--- src/chd_pkg.sv ---
// Package for the canonical Huffman bit decoder: item codes, field widths
// and the match record passed from the code tracker to the top level.
// Depends on nothing; every other file of the block refers to it.
`default_nettype none

package chd_pkg;

  // Default sizes of the tables; the top level takes them as parameters.
  localparam int MAX_CODE_LEN_DEF = 16;
  localparam int MAX_SYMBOLS_DEF  = 256;

  // Fixed widths of the payload fields and of the decode registers.
  localparam int ADDR_W  = 8;
  localparam int DATA_W  = 8;
  localparam int CODE_W  = 16;
  localparam int FIRST_W = 17;
  localparam int BASE_W  = 9;
  localparam int IDX_W   = 8;
  localparam int LEN_W   = 5;

  localparam logic [BASE_W-1:0] BASE_MAX = '1;

  // Kind of an input item, carried on the input tuser.
  typedef enum logic [1:0] {
    ACT_COUNT  = 2'd0,
    ACT_SYMBOL = 2'd1,
    ACT_BIT    = 2'd2
  } action_t;

  // Outcome of one code bit.
  typedef struct packed {
    logic             valid;
    logic             error;
    logic [IDX_W-1:0] index;
    logic [LEN_W-1:0] length;
  } match_t;

endpackage

`default_nettype wire

--- src/canonical_huffman_bit_decoder.sv ---
// Canonical Huffman bit decoder, top level. Uses chd_pkg and chd_code_tracker.
// Throughput: one input item per cycle, sustained, while the output is taken.
// The result of the code bit that ends a code passes through the match register,
// then the symbol store read register, before it reaches the output.
// Reset (rst, synchronous, active high) clears the code counts, the decode in
// progress and both stages; the symbol store is not cleared.
`default_nettype none

module canonical_huffman_bit_decoder #(
  parameter int MAX_CODE_LEN = chd_pkg::MAX_CODE_LEN_DEF,
  parameter int MAX_SYMBOLS  = chd_pkg::MAX_SYMBOLS_DEF
) (
  input  wire logic        clk,
  input  wire logic        rst,
  // Input items.
  input  wire logic        s_axis_tvalid,
  output logic             s_axis_tready,
  input  wire logic [23:0] s_axis_tdata,  // address[7:0], data[15:8], bit_req[16], zero[23:17]
  input  wire logic [1:0]  s_axis_tuser,  // action[1:0]
  // Result items.
  output logic             m_axis_tvalid,
  input  wire logic        m_axis_tready,
  output logic [23:0]      m_axis_tdata,  // symbol[7:0], symbol_index[15:8],
                                          // length_used[20:16], zero[23:21]
  output logic             m_axis_tuser   // error[0]
);

  localparam int SYM_AW = $clog2(MAX_SYMBOLS);
  localparam int DW     = chd_pkg::DATA_W;

  // Unpack the input item.
  logic [chd_pkg::ADDR_W-1:0] address;
  logic [DW-1:0]              data;
  logic                       bit_req;
  chd_pkg::action_t           action;

  assign address = s_axis_tdata[7:0];
  assign data    = s_axis_tdata[15:8];
  assign bit_req = s_axis_tdata[16];
  assign action  = chd_pkg::action_t'(s_axis_tuser);

  logic accept;
  logic count_we;
  logic sym_we;
  logic bit_step;

  assign accept = s_axis_tvalid && s_axis_tready;

  // Decode the item kind; the unused kind falls through and does nothing.
  always_comb begin
    count_we = 1'b0;
    sym_we   = 1'b0;
    bit_step = 1'b0;
    case (action)
      chd_pkg::ACT_COUNT:  count_we = accept;
      chd_pkg::ACT_SYMBOL: sym_we   = accept &&
                                      ({1'b0, address} < (chd_pkg::ADDR_W + 1)'(MAX_SYMBOLS));
      chd_pkg::ACT_BIT:    bit_step = accept;
      default: begin
      end
    endcase
  end

  // The tracker holds the count table and the running code, and reports
  // whether the bit being accepted ends a code (hit, overfull table or
  // too many bits).
  chd_pkg::match_t match;

  chd_code_tracker #(
    .MAX_CODE_LEN (MAX_CODE_LEN),
    .MAX_SYMBOLS  (MAX_SYMBOLS)
  ) u_tracker (
    .clk        (clk),
    .rst        (rst),
    .count_we   (count_we),
    .count_addr (address),
    .count_data (data),
    .bit_step   (bit_step),
    .bit_in     (bit_req),
    .match      (match)
  );

  // Stage 1 holds a finished match until the symbol store can be read for it.
  // Stage 2 is the output register; the symbol read data lands there directly.
  // Both stages move together whenever the output is empty or being taken,
  // and stage 1 may still fill while the output is stalled, so one result
  // can wait at each stage.
  logic                           s1_valid;
  logic                           s1_error;
  logic [chd_pkg::IDX_W-1:0]      s1_index;
  logic [chd_pkg::LEN_W-1:0]      s1_length;

  logic                           out_valid;
  logic                           out_error;
  logic [chd_pkg::IDX_W-1:0]      out_index;
  logic [chd_pkg::LEN_W-1:0]      out_length;
  logic [DW-1:0]                  sym_rd;

  logic advance;

  assign advance       = !out_valid || m_axis_tready;
  assign s_axis_tready = !s1_valid || advance;

  always_ff @(posedge clk) begin
    if (rst) begin
      s1_valid <= 1'b0;
    end else if (s_axis_tready) begin
      s1_valid <= bit_step && match.valid;
    end
  end

  always_ff @(posedge clk) begin
    if (s_axis_tready) begin
      s1_error  <= match.error;
      s1_index  <= match.index;
      s1_length <= match.length;
    end
  end

  always_ff @(posedge clk) begin
    if (rst) begin
      out_valid <= 1'b0;
    end else if (advance) begin
      out_valid <= s1_valid;
    end
  end

  always_ff @(posedge clk) begin
    if (advance && s1_valid) begin
      out_error  <= s1_error;
      out_index  <= s1_index;
      out_length <= s1_length;
    end
  end

  // Symbol store: one write port for symbol items, one registered read port
  // for stage 1. A write accepted in the same cycle as a read belongs to a
  // later item, so the read returning the old contents is what is wanted.
  logic [DW-1:0] sym_mem [MAX_SYMBOLS];

  always_ff @(posedge clk) begin
    if (sym_we) begin
      sym_mem[address[SYM_AW-1:0]] <= data;
    end
    if (advance && s1_valid) begin
      sym_rd <= sym_mem[s1_index[SYM_AW-1:0]];
    end
  end

  // An error result carries symbol zero.
  assign m_axis_tvalid = out_valid;
  assign m_axis_tdata  = {3'b000, out_length, out_index, (out_error ? '0 : sym_rd)};
  assign m_axis_tuser  = out_error;

  // A waiting match is never dropped while the output is stalled.
  assert property (@(posedge clk) disable iff (rst)
    s1_valid && !advance |=> s1_valid)
    else $error("stage 1 match lost during output stall");

  // Input is refused only when both stages hold results.
  assert property (@(posedge clk) disable iff (rst)
    !s_axis_tready |-> s1_valid && out_valid)
    else $error("input stalled with a free stage");

  // A delivered result has a code length between one and the longest code.
  assert property (@(posedge clk) disable iff (rst)
    out_valid |-> (out_length != '0) &&
                  (out_length <= chd_pkg::LEN_W'(MAX_CODE_LEN)))
    else $error("result length out of range");

  // An error result carries index zero.
  assert property (@(posedge clk) disable iff (rst)
    out_valid && out_error |-> out_index == '0)
    else $error("error result with nonzero index");

  // A result leaves stage 1 only into an empty or draining output.
  assert property (@(posedge clk) disable iff (rst)
    $past(s1_valid) && $past(advance) && !$past(rst) |-> out_valid)
    else $error("stage 1 result did not reach the output");

endmodule

`default_nettype wire

--- src/chd_code_tracker.sv ---
// Code tracker: holds the per-length code counts and the running code state,
// and decides for each code bit whether a code ends. Uses chd_pkg.
`default_nettype none

module chd_code_tracker #(
  parameter int MAX_CODE_LEN = chd_pkg::MAX_CODE_LEN_DEF,
  parameter int MAX_SYMBOLS  = chd_pkg::MAX_SYMBOLS_DEF
) (
  input  wire logic                        clk,
  input  wire logic                        rst,
  input  wire logic                        count_we,
  input  wire logic [chd_pkg::ADDR_W-1:0]  count_addr,
  input  wire logic [chd_pkg::DATA_W-1:0]  count_data,
  input  wire logic                        bit_step,
  input  wire logic                        bit_in,
  output chd_pkg::match_t                  match
);

  localparam int CNT_AW = $clog2(MAX_CODE_LEN);
  localparam int FW     = chd_pkg::FIRST_W;
  localparam int BW     = chd_pkg::BASE_W;
  localparam int DW     = chd_pkg::DATA_W;

  logic [DW-1:0]                 counts [MAX_CODE_LEN];
  logic [chd_pkg::CODE_W-1:0]    code;
  logic [FW-1:0]                 first;
  logic [BW-1:0]                 base;
  logic [chd_pkg::LEN_W-1:0]     bits_taken;

  logic [chd_pkg::CODE_W-1:0]    code_next;
  logic [FW-1:0]                 first_next;
  logic [BW-1:0]                 base_next;
  logic [chd_pkg::LEN_W-1:0]     len;
  logic [DW-1:0]                 count;
  logic [FW-1:0]                 code_ext;
  logic [FW-1:0]                 diff;
  logic                          hit;
  logic [BW:0]                   idx_full;
  logic                          oversub;
  logic                          last_len;
  logic [FW-1:0]                 first_sum;
  logic [BW:0]                   base_sum;

  // The count of the current length sits at bits_taken, which is length - 1.
  assign len       = bits_taken + chd_pkg::LEN_W'(1);
  assign count     = counts[bits_taken[CNT_AW-1:0]];
  assign code_next = {code[chd_pkg::CODE_W-2:0], bit_in};
  assign code_ext  = {{(FW - chd_pkg::CODE_W){1'b0}}, code_next};
  assign diff      = code_ext - first;
  assign hit       = (code_ext >= first) && (diff < {{(FW - DW){1'b0}}, count});
  assign idx_full  = {1'b0, base} + {{(BW + 1 - DW){1'b0}}, diff[DW-1:0]};
  assign oversub   = idx_full >= (BW + 1)'(MAX_SYMBOLS);
  assign last_len  = len >= chd_pkg::LEN_W'(MAX_CODE_LEN);
  assign first_sum = first + {{(FW - DW){1'b0}}, count};
  assign first_next = {first_sum[FW-2:0], 1'b0};
  assign base_sum  = {1'b0, base} + {{(BW + 1 - DW){1'b0}}, count};
  assign base_next = base_sum[BW] ? chd_pkg::BASE_MAX : base_sum[BW-1:0];

  always_comb begin
    match.valid  = 1'b0;
    match.error  = 1'b0;
    match.index  = '0;
    match.length = len;
    if (hit) begin
      match.valid = 1'b1;
      match.error = oversub;
      match.index = oversub ? '0 : idx_full[chd_pkg::IDX_W-1:0];
    end else if (last_len) begin
      match.valid  = 1'b1;
      match.error  = 1'b1;
      match.length = chd_pkg::LEN_W'(MAX_CODE_LEN);
    end
  end

  always_ff @(posedge clk) begin
    if (rst) begin
      for (int i = 0; i < MAX_CODE_LEN; i++) begin
        counts[i] <= '0;
      end
      code       <= '0;
      first      <= '0;
      base       <= '0;
      bits_taken <= '0;
    end else begin
      if (count_we && (count_addr < chd_pkg::ADDR_W'(MAX_CODE_LEN))) begin
        counts[count_addr[CNT_AW-1:0]] <= count_data;
      end
      if (bit_step) begin
        if (hit || last_len) begin
          code       <= '0;
          first      <= '0;
          base       <= '0;
          bits_taken <= '0;
        end else begin
          code       <= code_next;
          first      <= first_next;
          base       <= base_next;
          bits_taken <= len;
        end
      end
    end
  end

endmodule

`default_nettype wire
--- config.mk ---
export PLATFORM = sky130hd
export DESIGN_NAME = canonical_huffman_bit_decoder
export DESIGN_NICKNAME = d
export VERILOG_FILES = /design/src/chd_pkg.sv /design/src/canonical_huffman_bit_decoder.sv /design/src/chd_code_tracker.sv
export SDC_FILE = /design/constraint.sdc
export NUM_CORES = 2
export LEC_CHECK = 0
export BUFFER_PORTS_ARGS = -buffer_cell sky130_fd_sc_hd__buf_2
export CAP_MARGIN = 25
export CORE_ASPECT_RATIO = 0.5
export CORE_MARGIN = 2
export CORE_UTILIZATION = 61
export CTS_CLUSTER_SIZE = 20
export DETAILED_ROUTE_END_ITERATION = 8
export PLACE_DENSITY_LB_ADDON = 0.1
export SYNTH_ARGS = -nofsm -noshare
export SYNTH_HDL_FRONTEND = slang
export SYNTH_SLANG_ARGS = --single-unit
--- constraint.sdc ---
create_clock -name clk -period 13.5 [get_ports clk]
set_input_delay 1.35 -clock clk [delete_from_list [all_inputs] [get_ports clk]]
set_output_delay 1.35 -clock clk [all_outputs]
set_load 0.01 [all_outputs]
==> flow_summary.ini <==
[setup_path]
worst_path_largest_cell_delay_ns = 0.86
path_class = reg -> reg
r2r_cells = 9
cp_max_fo = 46
slowest_stage = edfxtp_1
cp.arrival_ns = 6.03
worstReg2RegEnd = sym_rd[1]
endpoint_kind = register
rrSetupSlack_ns = 7.99
crit_family = buffers and inverters
path_cells = buf_4 > buf_4 > buf_16 > mux4_2 > mux4_2 > a22oi_1 > nand2_1 > a22oi_1 > o221ai_1
timing.rr.start = s1_index[0]
start_kind = register
required_ns = 14.02
cp_num_buf_inv = 3

[place]
dp_slack_ns = 7.64
portBuffers = 46
hpwl_um = 122000
gp_routability_congestion = 0.830
dpl.cell_count = 6069

[route]
ant_nets = 0
drt_first_iter_violations = 5570
vias_per_cell = 6.74
wl_um = 203000
vias = 43200
first_pass_iters = 6
drc = 0
wl_per_cell_um = 31.6

[clock_network]
cts_root_buf = clkbuf_16
insertion_delay_ns = 0.82
htree_levels = 4
cts_resized = 0
holdBufCountCts = 0
cts_num_sinks = 2263
cts_made_buffers = 192
clk_path_buf_depth = 4
cts_tree = yes
cts.clk_slew.worst_paths_ns = 0.07
postCtsSetupBuffers = 0

[logic_synthesis]
ys_top_cells_by_area = edfxtp_1, mux4_2, nor2_1
synth_top_area_cell = edfxtp_1
ys_types = 62
synth_area_um2 = 89800
synth_enable_flop_cells = 2212
async_flop_share_pct = 0
synth_warnings = 0
syn_inst = 4233
synthFlopType = edfxtp_1
ys_seq_elements = 2263
synth.avg_cell_area_um2 = 21.2
ys_seq_area_share_pct = 75.1
synth_top_cell_area_share_pct = 74.0

[sta]
slew_headroom_pct = 22.8
setup_tns_ns = 0
layout_min_cycle_time_ns = 5.51
slew_viol_final = 0
worst_slew_pin_slew_ns = 1.16
setup_ws_ns = 7.99
max_freq_mhz = 182
skew_ns = 0.0608
finalHoldViolCount = 0
grt_setup_unrepaired = false
final-setup-viol-count = 0
post-route-period-util_pct = 40.8

[worst_hold_path]
min_to = out_length[1]
hp-start = s1_length[1]
hold_depth = 0
min_path_type = reg -> reg

[finish]
multi_input_area_um2 = 21300
fillers = 9212
nNetsFinal = 4380
seq_area_um2 = 67400
instances_no_fill = 6420
syn_to_final_growth_pct = 9.66
drive_gt1_share_pct = 24.4

[die]
io-pin-count = 57
initial_utilization_pct = 61.5
fp.dieW_um = 547
rows = 99
fp.dieArea_um2 = 151000
dieHeight_um = 275
core_um2 = 146000

[grt]
grt_pass1_wl_um = 295000
grt_util_all_layers_pct = 27.2
grt_overflow_total = 0
antenna_found_initial = 13
grt_max_degree = 163
grt_pass1_vias = 42600

[flow_run]
drv_cap = 0

[pwr]
power_density_nw_per_um2 = 144
vdd_drop_max_mv = 0.0936
cellLeakagePower_nw = 30.2

[status]
outcome = completed
## flip-flops by register name, indices dropped and copies added, names as in the netlist, named ones only
name                  flops
u_tracker.first          16
out_index                 8
out_length                5
u_tracker.base            9
u_tracker.counts        128
sym_rd                    8
u_tracker.code           15
s1_length                 5
s1_error                  1
sym_mem                2048
s1_valid                  1
m_axis_tuser              1
s1_index                  8
m_axis_tvalid             1
u_tracker.bits_taken      5
## where the power goes
part / internal [mW] / switching, mW
Clock: 2.93 / 2.45
Combinational: 0.443 / 0.621
Sequential: 7.73 / 0.0251
Total: 11.1 / 3.10
## cell usage in the layout, fill, tap and decap left out, types with 46 or more instances in the layout
| cell | instances |
|---|---|
| nor2_1 | 322 |
| ha_1 | 46 |
| mux4_2 | 677 |
| buf_4 | 61 |
| clkbuf_16 | 196 |
| nand2_1 | 75 |
| dfxtp_1 | 50 |
| clkinv_1 | 47 |
| and3_1 | 133 |
| edfxtp_1 | 2212 |
## worst max path at each step
| stage | start | to | slack [ns] | cells past startpoint |
|---|---|---|---|---|
| floorplan | register | s1_error | 8.57 | 16 |
| global placement | m_axis_tready | sym_mem[223][4] | 7.47 | 9 |
| detailed placement | m_axis_tready | sym_mem[229][4] | 7.64 | 9 |
| CTS | s1_index[0] | sym_rd[3] | 8.00 | 8 |
| global route | s1_index[0] | sym_rd[2] | 7.69 | 9 |
| finish | s1_index[0] | sym_rd[1] | 7.99 | 9 |
## Yosys cell counts, types with 5 or more instances
cell,count
edfxtp_1,2212
mux4_2,677
nor2_1,322
clkbuf_1,163
and3_1,134
nand2_1,78
buf_1,66
dfxtp_1,51
ha_1,46
inv_1,43
a22oi_1,41
a21oi_1,34
o21ai_0,34
nor2b_1,31
a21o_1,30
xnor2_1,22
buf_2,20
a221oi_1,19
a32oi_1,19
nand3_1,19
a22o_1,17
nor3_1,15
nand2b_1,13
nand4_1,11
xor2_1,10
o21a_1,8
o221ai_1,8
nor3b_1,7
a211oi_1,6
nor4_1,6
o21bai_1,6
and2_1,5
## stage by stage
step	util, %	power (mW)	hold slack (ns)	area (um2)
6_report	67.5	14.2	0.441	98500
5_1_grt	67.5	14.6	0.452	98500
4_1_cts	67.4	14.3	0.445	98300
3_5_place_dp	63.3	8.97	0.421	92400
3_3_place_gp	63.2	8.95	0.417	92200
2_1_floorplan	-	8.56	0.400	89800
## kinds of logic after synthesis
group | share of synthesized area (%)
multiplexers | 17.1
AO/OA/AOI/OAI | 1.99
flip-flops | 75.1
XOR/XNOR | 0.312
buffers and inverters | 1.30
AND/OR/NAND/NOR | 3.47
adder cells (fa/ha/maj) | 0.730
other | 0.00418
## metal layers
layer	vias to the layer above	track usage (%)	share of wire (%)
met5	-	0	0
met4	0	5.88	2.0
met3	281	5.76	9.9
met2	2000	40.9	46
met1	23100	42.2	42
li1	17800	-	-
## final cells by class
cell class	count	area share (%)
flip-flops and latches	2263	68.5
multi-input cells	1674	21.6
clock buffers	231	5.13
well taps	1969	2.50
repair buffers	126	1.22
clock inverters	108	0.902
inverters	43	0.164
diodes	6	0.0152
Note: power is estimated with default switching activity, not from simulation.
